===== config.mk =====
export PLATFORM = sky130hd
export DESIGN_NAME = diffusion_step_skip_policy_flat
export DESIGN_NICKNAME = d
export VERILOG_FILES = /design/src/dssp_pkg.sv /design/src/dssp_in_if.sv /design/src/dssp_out_if.sv /design/src/diffusion_step_skip_policy.sv /design/src/dssp_div.sv /design/src/dssp_sig.sv /design/src/flat_wrapper.sv
export SDC_FILE = /design/constraint.sdc
export NUM_CORES = 2
export LEC_CHECK = 0
export BUFFER_PORTS_ARGS = -buffer_cell sky130_fd_sc_hd__clkbuf_2
export CORE_MARGIN = 2
export CORE_UTILIZATION = 40
export DETAILED_ROUTE_END_ITERATION = 16
export GPL_TIMING_DRIVEN = 0
export PLACE_DENSITY = 0.55
export SETUP_SLACK_MARGIN = 0.2
export SLEW_MARGIN = 20
export SYNTH_ARGS = -nofsm -noshare
export SYNTH_HDL_FRONTEND = slang
export SYNTH_SLANG_ARGS = --single-unit

===== constraint.sdc =====
create_clock -name clk_i -period 12.2 [get_ports clk_i]
set_input_delay 2.44 -clock clk_i [delete_from_list [all_inputs] [get_ports clk_i]]
set_output_delay 2.44 -clock clk_i [all_outputs]
set_load 0.01 [all_outputs]

===== src/dssp_pkg.sv =====
// shared types and constants of the diffusion step skip policy
package dssp_pkg;

  localparam int STEP_W    = 10;
  localparam int ELEM_W    = 32;
  localparam int SUM_W     = 40;
  localparam int CNT_W     = 16;
  localparam int DIST_W    = 32;
  localparam int FRAC_W    = 16;
  localparam int CFG_W     = 32;
  localparam int CFG_IDX_W = 3;
  localparam int DIVD_W    = SUM_W + FRAC_W;
  localparam int DIVS_W    = SUM_W;
  localparam int DIV_CNT_W = $clog2(DIVD_W);

  typedef enum logic [CFG_IDX_W-1:0] {
    CFG_CACHE_ENABLE   = 3'd0,
    CFG_SKIP_INTERVAL  = 3'd1,
    CFG_WARMUP_LEN     = 3'd2,
    CFG_DISTANCE_LIMIT = 3'd3,
    CFG_TOTAL_STEPS    = 3'd4
  } cfg_idx_e;

  typedef enum logic [2:0] {
    ST_RUN,
    ST_WAIT,
    ST_EVAL,
    ST_DIV,
    ST_FIN
  } state_e;

  typedef struct packed {
    logic              start;
    logic [DIVD_W-1:0] dividend;
    logic [DIVS_W-1:0] divisor;
  } div_req_t;

  typedef struct packed {
    logic              done;
    logic [DIVD_W-1:0] quot;
    logic [DIVS_W-1:0] rem;
  } div_rsp_t;

  typedef struct packed {
    logic              elem_acc;
    logic              use_prev;
    logic              clear;
    logic [ELEM_W-1:0] value;
  } sig_ctrl_t;

  typedef struct packed {
    logic             rd_valid;
    logic             pos_nz;
    logic             pos_last;
    logic [SUM_W-1:0] diff_sum;
    logic [SUM_W-1:0] ref_sum;
  } sig_stat_t;

endpackage


===== src/dssp_in_if.sv =====
// input channel: one signature element or a no-code marker per item
interface dssp_in_if;
  import dssp_pkg::*;

  logic                     valid;
  logic                     ready;
  logic [STEP_W-1:0]        step_index;
  logic signed [ELEM_W-1:0] elem_value;
  logic                     last_elem;
  logic                     no_code;

  modport source (output valid, step_index, elem_value, last_elem, no_code, input ready);
  modport sink   (input valid, step_index, elem_value, last_elem, no_code, output ready);
endinterface


===== src/dssp_out_if.sv =====
// output channel: one compute/skip decision per step
interface dssp_out_if;
  import dssp_pkg::*;

  logic             valid;
  logic             ready;
  logic             compute_now;
  logic [CNT_W-1:0] computed_total;
  logic [CNT_W-1:0] skipped_total;

  modport source (output valid, compute_now, computed_total, skipped_total, input ready);
  modport sink   (input valid, compute_now, computed_total, skipped_total, output ready);
endinterface


===== src/diffusion_step_skip_policy.sv =====
// per-step compute/skip decision from relative L1 distance of step signatures
// signature elements are taken one at a time, ready dropping after each (memory read, then update)
// step end to result: ST_WAIT, ST_EVAL, then ST_FIN when forced or no division is needed,
// with ST_DIV before ST_FIN when the serial divider runs (56 quotient bits, one per cycle)
// reset clears control state, sums and counters; the signature memory is not
// cleared and holds no valid data until a full signature has been written
module diffusion_step_skip_policy #(
  parameter int SIG_LEN    = 64,
  parameter int MIN_WARMUP = 2
) (
  input  logic                           clk_i,
  input  logic                           rst_ni,
  input  logic                           cfg_we_i,
  input  logic [dssp_pkg::CFG_IDX_W-1:0] cfg_idx_i,
  input  logic [dssp_pkg::CFG_W-1:0]     cfg_data_i,
  dssp_in_if.sink                        in_i,
  dssp_out_if.source                     out_o
);
  import dssp_pkg::*;

  localparam logic [STEP_W-1:0] MinWarm = STEP_W'(MIN_WARMUP);

  logic              cache_enable_q;
  logic [STEP_W-1:0] skip_interval_q;
  logic [STEP_W-1:0] warmup_len_q;
  logic [DIST_W-1:0] distance_limit_q;
  logic [STEP_W-1:0] total_steps_q;

  state_e            state_q, state_d;
  logic [STEP_W-1:0] step_q, step_d;
  logic              present_q, present_d;
  logic              full_q, full_d;
  logic              mode_mod_q, mode_mod_d;
  logic              need_cmp_q, need_cmp_d;
  logic              compute_q, compute_d;
  logic              have_prev_q, have_prev_d;
  logic [DIST_W-1:0] accum_q, accum_d;
  logic [CNT_W-1:0]  computed_q, computed_d;
  logic [CNT_W-1:0]  skipped_q, skipped_d;
  logic              out_valid_q, out_valid_d;
  logic              out_compute_q, out_compute_d;

  sig_ctrl_t         sig_ctrl;
  sig_stat_t         sig_stat;
  div_req_t          div_req;
  div_rsp_t          div_rsp;

  logic              in_acc;
  logic [STEP_W-1:0] warm;
  logic              forced;
  logic [DIST_W-1:0] qsat;
  logic [DIST_W:0]   asum;
  logic              compute;
  logic              fin_fire;

  dssp_sig #(.SIG_LEN(SIG_LEN)) u_sig (
    .clk_i  (clk_i),
    .rst_ni (rst_ni),
    .ctrl_i (sig_ctrl),
    .stat_o (sig_stat)
  );

  dssp_div u_div (
    .clk_i  (clk_i),
    .rst_ni (rst_ni),
    .req_i  (div_req),
    .rsp_o  (div_rsp)
  );

  assign in_i.ready = (state_q == ST_RUN) && sig_stat.rd_valid;
  assign in_acc     = in_i.valid && in_i.ready;

  always_ff @(posedge clk_i or negedge rst_ni) begin
    if (!rst_ni) begin
      cache_enable_q   <= 1'b0;
      skip_interval_q  <= '0;
      warmup_len_q     <= STEP_W'(2);
      distance_limit_q <= '0;
      total_steps_q    <= '0;
    end else if (cfg_we_i) begin
      unique case (cfg_idx_i)
        CFG_CACHE_ENABLE:   cache_enable_q   <= cfg_data_i[0];
        CFG_SKIP_INTERVAL:  skip_interval_q  <= cfg_data_i[STEP_W-1:0];
        CFG_WARMUP_LEN:     warmup_len_q     <= cfg_data_i[STEP_W-1:0];
        CFG_DISTANCE_LIMIT: distance_limit_q <= cfg_data_i[DIST_W-1:0];
        CFG_TOTAL_STEPS:    total_steps_q    <= cfg_data_i[STEP_W-1:0];
        default: ;
      endcase
    end
  end

  always_comb begin
    warm   = (warmup_len_q < MinWarm) ? MinWarm : warmup_len_q;
    forced = !cache_enable_q || (step_q < warm) ||
             (({1'b0, step_q} + 1'b1) >= {1'b0, total_steps_q});
    qsat   = (|div_rsp.quot[DIVD_W-1:DIST_W]) ? '1 : div_rsp.quot[DIST_W-1:0];
    asum   = {1'b0, accum_q} + {1'b0, qsat};
  end

  always_comb begin
    state_d       = state_q;
    step_d        = step_q;
    present_d     = present_q;
    full_d        = full_q;
    mode_mod_d    = mode_mod_q;
    need_cmp_d    = need_cmp_q;
    compute_d     = compute_q;
    have_prev_d   = have_prev_q;
    accum_d       = accum_q;
    computed_d    = computed_q;
    skipped_d     = skipped_q;
    out_valid_d   = out_valid_q && !out_o.ready;
    out_compute_d = out_compute_q;
    compute       = need_cmp_q ? (accum_q >= distance_limit_q) : compute_q;
    fin_fire      = 1'b0;

    div_req.start    = 1'b0;
    div_req.dividend = DIVD_W'(step_q);
    div_req.divisor  = DIVS_W'(skip_interval_q);

    unique case (state_q)
      ST_RUN: begin
        if (in_acc && in_i.no_code) begin
          step_d    = in_i.step_index;
          present_d = 1'b0;
          full_d    = 1'b0;
          // a partial signature is abandoned
          if (sig_stat.pos_nz) begin
            have_prev_d = 1'b0;
          end
          state_d = ST_WAIT;
        end else if (in_acc && in_i.last_elem) begin
          step_d    = in_i.step_index;
          present_d = 1'b1;
          full_d    = sig_stat.pos_last;
          state_d   = ST_WAIT;
        end
      end
      // last element's sums land during this cycle
      ST_WAIT: begin
        state_d = ST_EVAL;
      end
      ST_EVAL: begin
        need_cmp_d = 1'b0;
        compute_d  = 1'b1;
        if (forced) begin
          state_d = ST_FIN;
        end else if (skip_interval_q != '0) begin
          div_req.start = 1'b1;
          mode_mod_d    = 1'b1;
          state_d       = ST_DIV;
        end else if (have_prev_q && full_q && sig_stat.ref_sum != '0) begin
          div_req.start    = 1'b1;
          div_req.dividend = {sig_stat.diff_sum, {FRAC_W{1'b0}}};
          div_req.divisor  = sig_stat.ref_sum;
          mode_mod_d       = 1'b0;
          state_d          = ST_DIV;
        end else begin
          need_cmp_d = 1'b1;
          state_d    = ST_FIN;
        end
      end
      ST_DIV: begin
        if (div_rsp.done) begin
          if (mode_mod_q) begin
            compute_d  = div_rsp.rem == '0;
            need_cmp_d = 1'b0;
          end else begin
            accum_d    = asum[DIST_W] ? '1 : asum[DIST_W-1:0];
            need_cmp_d = 1'b1;
          end
          state_d = ST_FIN;
        end
      end
      ST_FIN: begin
        if (!out_valid_q || out_o.ready) begin
          fin_fire      = 1'b1;
          out_valid_d   = 1'b1;
          out_compute_d = compute;
          if (compute) begin
            accum_d    = '0;
            computed_d = (computed_q == '1) ? computed_q : computed_q + 1'b1;
          end else begin
            skipped_d = (skipped_q == '1) ? skipped_q : skipped_q + 1'b1;
          end
          if (present_q) begin
            have_prev_d = full_q;
          end
          state_d = ST_RUN;
        end
      end
      default: state_d = ST_RUN;
    endcase

    sig_ctrl.elem_acc = in_acc && !in_i.no_code;
    sig_ctrl.use_prev = have_prev_q;
    sig_ctrl.clear    = fin_fire;
    sig_ctrl.value    = in_i.elem_value;
  end

  always_ff @(posedge clk_i or negedge rst_ni) begin
    if (!rst_ni) begin
      state_q     <= ST_RUN;
      present_q   <= 1'b0;
      full_q      <= 1'b0;
      mode_mod_q  <= 1'b0;
      need_cmp_q  <= 1'b0;
      compute_q   <= 1'b0;
      have_prev_q <= 1'b0;
      accum_q     <= '0;
      computed_q  <= '0;
      skipped_q   <= '0;
      out_valid_q <= 1'b0;
    end else begin
      state_q     <= state_d;
      present_q   <= present_d;
      full_q      <= full_d;
      mode_mod_q  <= mode_mod_d;
      need_cmp_q  <= need_cmp_d;
      compute_q   <= compute_d;
      have_prev_q <= have_prev_d;
      accum_q     <= accum_d;
      computed_q  <= computed_d;
      skipped_q   <= skipped_d;
      out_valid_q <= out_valid_d;
    end
  end

  always_ff @(posedge clk_i) begin
    step_q        <= step_d;
    out_compute_q <= out_compute_d;
  end

  assign out_o.valid          = out_valid_q;
  assign out_o.compute_now    = out_compute_q;
  assign out_o.computed_total = computed_q;
  assign out_o.skipped_total  = skipped_q;

endmodule


===== src/dssp_div.sv =====
// radix-2 restoring divider, one quotient bit per cycle
module dssp_div (
  input  logic                clk_i,
  input  logic                rst_ni,
  input  dssp_pkg::div_req_t  req_i,
  output dssp_pkg::div_rsp_t  rsp_o
);
  import dssp_pkg::*;

  localparam logic [DIV_CNT_W-1:0] CntLast = DIV_CNT_W'(DIVD_W - 1);

  logic                 busy_q;
  logic                 done_q;
  logic [DIV_CNT_W-1:0] cnt_q;
  logic [DIVD_W-1:0]    dvd_q;
  logic [DIVS_W-1:0]    rem_q;
  logic [DIVS_W-1:0]    dvs_q;

  logic [DIVS_W:0]      rem_sh;
  logic [DIVS_W+1:0]    sub;
  logic                 ge;

  always_comb begin
    rem_sh = {rem_q, dvd_q[DIVD_W-1]};
    sub    = {1'b0, rem_sh} - {2'b00, dvs_q};
    ge     = !sub[DIVS_W+1];
  end

  always_ff @(posedge clk_i or negedge rst_ni) begin
    if (!rst_ni) begin
      busy_q <= 1'b0;
      done_q <= 1'b0;
      cnt_q  <= '0;
    end else begin
      done_q <= 1'b0;
      if (req_i.start) begin
        busy_q <= 1'b1;
        cnt_q  <= '0;
      end else if (busy_q) begin
        cnt_q <= cnt_q + 1'b1;
        if (cnt_q == CntLast) begin
          busy_q <= 1'b0;
          done_q <= 1'b1;
        end
      end
    end
  end

  // dividend shifts out at the top while quotient bits shift in at the bottom
  always_ff @(posedge clk_i) begin
    if (req_i.start) begin
      dvd_q <= req_i.dividend;
      dvs_q <= req_i.divisor;
      rem_q <= '0;
    end else if (busy_q) begin
      dvd_q <= {dvd_q[DIVD_W-2:0], ge};
      rem_q <= ge ? sub[DIVS_W-1:0] : rem_sh[DIVS_W-1:0];
    end
  end

  assign rsp_o.done = done_q;
  assign rsp_o.quot = dvd_q;
  assign rsp_o.rem  = rem_q;

endmodule


===== src/dssp_sig.sv =====
// previous-signature memory with read-modify-write and L1 sum accumulation
module dssp_sig #(
  parameter int SIG_LEN = 64
) (
  input  logic                 clk_i,
  input  logic                 rst_ni,
  input  dssp_pkg::sig_ctrl_t  ctrl_i,
  output dssp_pkg::sig_stat_t  stat_o
);
  import dssp_pkg::*;

  localparam int POS_W = $clog2(SIG_LEN + 2);
  localparam int IDX_W = (SIG_LEN > 1) ? $clog2(SIG_LEN) : 1;
  localparam logic [POS_W-1:0] PosLen  = POS_W'(SIG_LEN);
  localparam logic [POS_W-1:0] PosLast = POS_W'(SIG_LEN - 1);

  logic [ELEM_W-1:0] mem [SIG_LEN];
  logic [ELEM_W-1:0] rd_data_q;
  logic              rd_valid_q;
  logic [POS_W-1:0]  pos_q;
  logic [IDX_W-1:0]  addr;
  logic              pos_in;

  logic [ELEM_W:0]   ad_q;
  logic [ELEM_W-1:0] ar_q;
  logic              add_pend_q;
  logic [SUM_W-1:0]  diff_sum_q;
  logic [SUM_W-1:0]  ref_sum_q;

  logic [ELEM_W:0]   d;
  logic [ELEM_W:0]   ad;
  logic [ELEM_W-1:0] ar;
  logic [SUM_W:0]    dsum;
  logic [SUM_W:0]    rsum;

  assign pos_in = pos_q < PosLen;
  assign addr   = pos_in ? pos_q[IDX_W-1:0] : '0;

  always_comb begin
    d    = {ctrl_i.value[ELEM_W-1], ctrl_i.value} - {rd_data_q[ELEM_W-1], rd_data_q};
    ad   = d[ELEM_W] ? (~d + 1'b1) : d;
    ar   = rd_data_q[ELEM_W-1] ? (~rd_data_q + 1'b1) : rd_data_q;
    dsum = {1'b0, diff_sum_q} + (SUM_W + 1)'(ad_q);
    rsum = {1'b0, ref_sum_q} + (SUM_W + 1)'(ar_q);
  end

  // read data follows the position in the next cycle
  always_ff @(posedge clk_i) begin
    if (ctrl_i.elem_acc && pos_in) begin
      mem[addr] <= ctrl_i.value;
    end
    rd_data_q <= mem[addr];
  end

  always_ff @(posedge clk_i) begin
    ad_q <= ad;
    ar_q <= ar;
  end

  always_ff @(posedge clk_i or negedge rst_ni) begin
    if (!rst_ni) begin
      rd_valid_q <= 1'b0;
      pos_q      <= '0;
      add_pend_q <= 1'b0;
      diff_sum_q <= '0;
      ref_sum_q  <= '0;
    end else begin
      rd_valid_q <= !(ctrl_i.elem_acc || ctrl_i.clear);
      add_pend_q <= ctrl_i.elem_acc && pos_in && ctrl_i.use_prev;
      if (ctrl_i.clear) begin
        pos_q      <= '0;
        diff_sum_q <= '0;
        ref_sum_q  <= '0;
      end else begin
        if (ctrl_i.elem_acc && pos_q <= PosLen) begin
          pos_q <= pos_q + 1'b1;
        end
        if (add_pend_q) begin
          diff_sum_q <= dsum[SUM_W] ? '1 : dsum[SUM_W-1:0];
          ref_sum_q  <= rsum[SUM_W] ? '1 : rsum[SUM_W-1:0];
        end
      end
    end
  end

  assign stat_o.rd_valid = rd_valid_q;
  assign stat_o.pos_nz   = pos_q != '0;
  assign stat_o.pos_last = pos_q == PosLast;
  assign stat_o.diff_sum = diff_sum_q;
  assign stat_o.ref_sum  = ref_sum_q;

endmodule


===== src/flat_wrapper.sv =====
// flat-port wrapper written by rule: the top's interface ports become plain ports
module diffusion_step_skip_policy_flat import dssp_pkg::*;
#(
  parameter int SIG_LEN    = 64,
  parameter int MIN_WARMUP = 2
)
  (clk_i, rst_ni, cfg_we_i, cfg_idx_i, cfg_data_i, in_i_valid, in_i_step_index, in_i_elem_value, in_i_last_elem, in_i_no_code, in_i_ready, out_o_valid, out_o_compute_now, out_o_computed_total, out_o_skipped_total, out_o_ready);
  dssp_in_if in_i_i ();
  dssp_out_if out_o_i ();
  input  logic clk_i;
  input  logic rst_ni;
  input  logic cfg_we_i;
  input  logic [dssp_pkg::CFG_IDX_W-1:0] cfg_idx_i;
  input  logic [dssp_pkg::CFG_W-1:0] cfg_data_i;
  input wire logic [$bits(in_i_i.valid)-1:0] in_i_valid;
  input wire logic [$bits(in_i_i.step_index)-1:0] in_i_step_index;
  input wire logic [$bits(in_i_i.elem_value)-1:0] in_i_elem_value;
  input wire logic [$bits(in_i_i.last_elem)-1:0] in_i_last_elem;
  input wire logic [$bits(in_i_i.no_code)-1:0] in_i_no_code;
  output wire logic [$bits(in_i_i.ready)-1:0] in_i_ready;
  output wire logic [$bits(out_o_i.valid)-1:0] out_o_valid;
  output wire logic [$bits(out_o_i.compute_now)-1:0] out_o_compute_now;
  output wire logic [$bits(out_o_i.computed_total)-1:0] out_o_computed_total;
  output wire logic [$bits(out_o_i.skipped_total)-1:0] out_o_skipped_total;
  input wire logic [$bits(out_o_i.ready)-1:0] out_o_ready;
  assign in_i_i.valid = in_i_valid;
  assign in_i_i.step_index = in_i_step_index;
  assign in_i_i.elem_value = in_i_elem_value;
  assign in_i_i.last_elem = in_i_last_elem;
  assign in_i_i.no_code = in_i_no_code;
  assign in_i_ready = in_i_i.ready;
  assign out_o_valid = out_o_i.valid;
  assign out_o_compute_now = out_o_i.compute_now;
  assign out_o_computed_total = out_o_i.computed_total;
  assign out_o_skipped_total = out_o_i.skipped_total;
  assign out_o_i.ready = out_o_ready;
  diffusion_step_skip_policy #(.SIG_LEN(SIG_LEN), .MIN_WARMUP(MIN_WARMUP)) u_core (.clk_i(clk_i), .rst_ni(rst_ni), .cfg_we_i(cfg_we_i), .cfg_idx_i(cfg_idx_i), .cfg_data_i(cfg_data_i), .in_i(in_i_i), .out_o(out_o_i));
endmodule

==> metrics.cfg <==
[outcome]
status=finished, final reports clean

[timing]
rsz0062_at_grt=false
finClkSkew_ns=0.106
hold_ws_ns=0.491
finalCritPeriodShare_pct=58.5
setup_violations=0
period_needed_ns=7.14
slew_viol_final=0
hold_violations=0
tightest_slew_ns=1.30
max_slew_margin_pct=13.3
fmax_ghz=0.140
setup_tns_ns=0

[synthesis]
syn_nets=7337
synth.distinct_cells=96
syn_avg_cell_area_um2=14.7
synth-edff-count=2155
synth_compound_area_share_pct=13.7
muxShareOfSynthArea_pct=1.97
syn_inst=7020
synth_xor_area_share_pct=2.06
synth_ff_type=edfxtp_1
ys_async_sr_fraction_pct=9.26
netlist_area_um2=103000
synth_top_family_by_area=compound AO/OA/AOI/OAI gates
synth-simple-area-share_pct=6.09
yosys.area_share.adder_pct=2.86
synth-seq-cells=2526
yosysSeqAreaShare_pct=71.1
synth_warnings=0

[global_routing]
grt_overflow=0
grt_pass1_wl_um=531000
groute.usage.overall_pct=28.7
grt_max_degree=86
antenna_found_initial=26
grt_pass1_vias=67900

[floorplan]
num_io_pins=119
fp.dieW_um=512
dieArea_um2=262000
num_rows=186
dieHeight_um=512
start_util_pct=40.2
coreArea_um2=256000

[finish]
areaGrowthSynthToFinish_pct=18.2
fin_nets=7928
drive_gt1_share_pct=12.0
final_common_cell=edfxtp_1
final_cell_mix=2155 x edfxtp_1, 465 x nand2_1, 401 x a222oi_1, 361 x o21ai_0, 343 x a21oi_1
fill_cells=22100

[clock_tree]
ctsResizeCount=0
clk_latency_ns=0.91
cts_max_path_buffers=4
post_cts_buffers=0
cts_hold_buf=0
cts_tree=done
cts_max_level=5
clock-sinks=2526
cts_buffers=277
clkSlewWorstSetupHoldPaths_ns=0.06
cts-root-buf=clkbuf_16

[drt]
vias=71100
viasPerCell=6.34
ant_nets=0
wl_per_cell_um=34.5
drc=0
drtIter0Drc=13100
drt-total-wl_um=387000
drtPass1Iterations=10

[placement]
port_buffers=118
hpwl_um=270000
globalplace.congestion=0.908

[setup_path]
worst_ep_arrival_time_ns=7.70
path_class=flop to flop
crit_path_end_kind=flop
crit_fanout=14
cp.required_ns=12.76
worst_setup_path_start_kind=flop

[power_and_ir_drop]
power.density_nw_per_um2=228
power.leakage_nw=42.3
peakVddDrop_mv=0.148

[worst_hold_path]
hold_path.class=flop to flop

[job]
drv_cap=0

-- synthesized netlist by cell type, drive strengths merged (21+ instances only) --
library cell / n / area, µm²
edfxtp: 2155 / 64700
nand2: 466 / 1750
a222oi: 401 / 4010
o21ai: 372 / 1870
a21oi: 347 / 1770
nor2: 304 / 1150
clkbuf: 288 / 1090
a221oi: 241 / 2120
dfrtp: 233 / 5830
ha: 228 / 2850
inv: 195 / 732
xnor2: 148 / 1300
dfxtp: 137 / 2740
mux2i: 129 / 1290
a21o: 128 / 961
nand3: 108 / 546
buf: 99 / 465
xor2: 95 / 832
o22ai: 80 / 500
a31oi: 76 / 475
and2: 58 / 365
nor3: 58 / 300
or3: 55 / 344
mux2: 54 / 608
a22o: 53 / 464
nor4: 53 / 350
and3: 49 / 307
nand2b: 43 / 269
nand4: 40 / 250
nor2b: 31 / 194
a211oi: 25 / 193
o21a: 23 / 173
o31ai: 21 / 168
or4: 21 / 161
-- registers in the layout, indices dropped and copies added, names as in the netlist, 16 cells and up --
signal and flops:
u_core.u_sig.mem 2048, u_core.u_div.dvd_q 56, u_core.u_div.dvs_q 40, u_core.u_div.rem_q 40
u_core.u_sig.diff_sum_q 40, u_core.u_sig.ref_sum_q 40, u_core.u_sig.ad_q 33, u_core.accum_q 32
u_core.distance_limit_q 32, u_core.u_sig.ar_q 32, u_core.u_sig.rd_data_q 32, u_core.out_o.computed_total 16
u_core.out_o.skipped_total 16
-- kinds of logic after synthesis --
kind of cell | count (synthesis)
flip-flops | 2526
AO/OA/AOI/OAI | 1925
AND/OR/NAND/NOR | 1322
buffers and inverters | 582
XOR/XNOR | 243
adder cells (fa/ha/maj) | 233
multiplexers | 189
-- stage by stage --
step | cell area, µm² | instances | power [mW] | util (%) | setup slack (ns)
2_1_floorplan | 103000 | 7020 | 16.2 | - | 6.69
3_3_place_gp | 108000 | 10500 | 19.5 | 42.1 | 1.62
3_5_place_dp | 113000 | 10700 | 19.6 | 44.1 | 5.25
4_1_cts | 122000 | 11200 | 27.7 | 47.5 | 5.30
5_1_grt | 122000 | 11200 | 28.9 | 47.5 | 5.18
6_report | 122000 | 11200 | 27.8 | 47.5 | 5.06
-- worst max-delay path, stage by stage (launching register included) --
cell      delay (ns)
dfrtp_1         0.38
buf_2           0.20
nor2_1          0.37
a21o_1          0.19
clkbuf_1        0.49
clkbuf_1        0.84
clkbuf_1        0.90
clkbuf_1        0.89
clkbuf_1        0.68
nand2_1         0.70
nor2_4          0.70
buf_12          0.27
buf_16          0.21
-- routing by layer --
layer	vias to the layer above	share of wire, %	track usage [%]
met5	-	0.029	0
li1	29400	-	-
met3	1027	12	6.77
met4	16	5.8	14.1
met2	4953	46	45.6
met1	35700	36	37.0
-- worst paths after layout --
path                                                 end                          start  depth (start not counted)  slack [ns]
max                             u_core.u_sig.mem[32][30]          u_core.u_sig.pos_q[1]                         12        5.06
min                        u_core.out_o.skipped_total[9]  u_core.out_o.skipped_total[9]                          1        0.49
max reg2reg                     u_core.u_sig.mem[32][30]          u_core.u_sig.pos_q[1]                         12        5.06
min reg2reg                u_core.out_o.skipped_total[9]  u_core.out_o.skipped_total[9]                          1        0.49
max in group asynchronous     u_core.u_sig.ref_sum_q[25]                         rst_ni                          3        9.26
min in group asynchronous  u_core.out_o.skipped_total[5]                         rst_ni                          1        1.64
-- where the power goes --
group          switching (mW)  internal (mW)  total (mW)
Combinational            5.84           3.14        8.99
Sequential              0.601           10.1        10.7
Clock                    3.45           4.73        8.18
-- layout make-up --
type	count	area, µm²	area share, %
diodes	6	15.0	0.0123
well taps	3384	4230	3.47
clock inverters	112	1050	0.863
flip-flops and latches	2526	73300	60.2
repair buffers	312	5360	4.40
clock buffers	371	7580	6.22
multi-input cells	3912	28000	23.0
plain buffers	387	1600	1.31
inverters	195	732	0.601
Note: power is estimated with default switching activity, not from simulation.
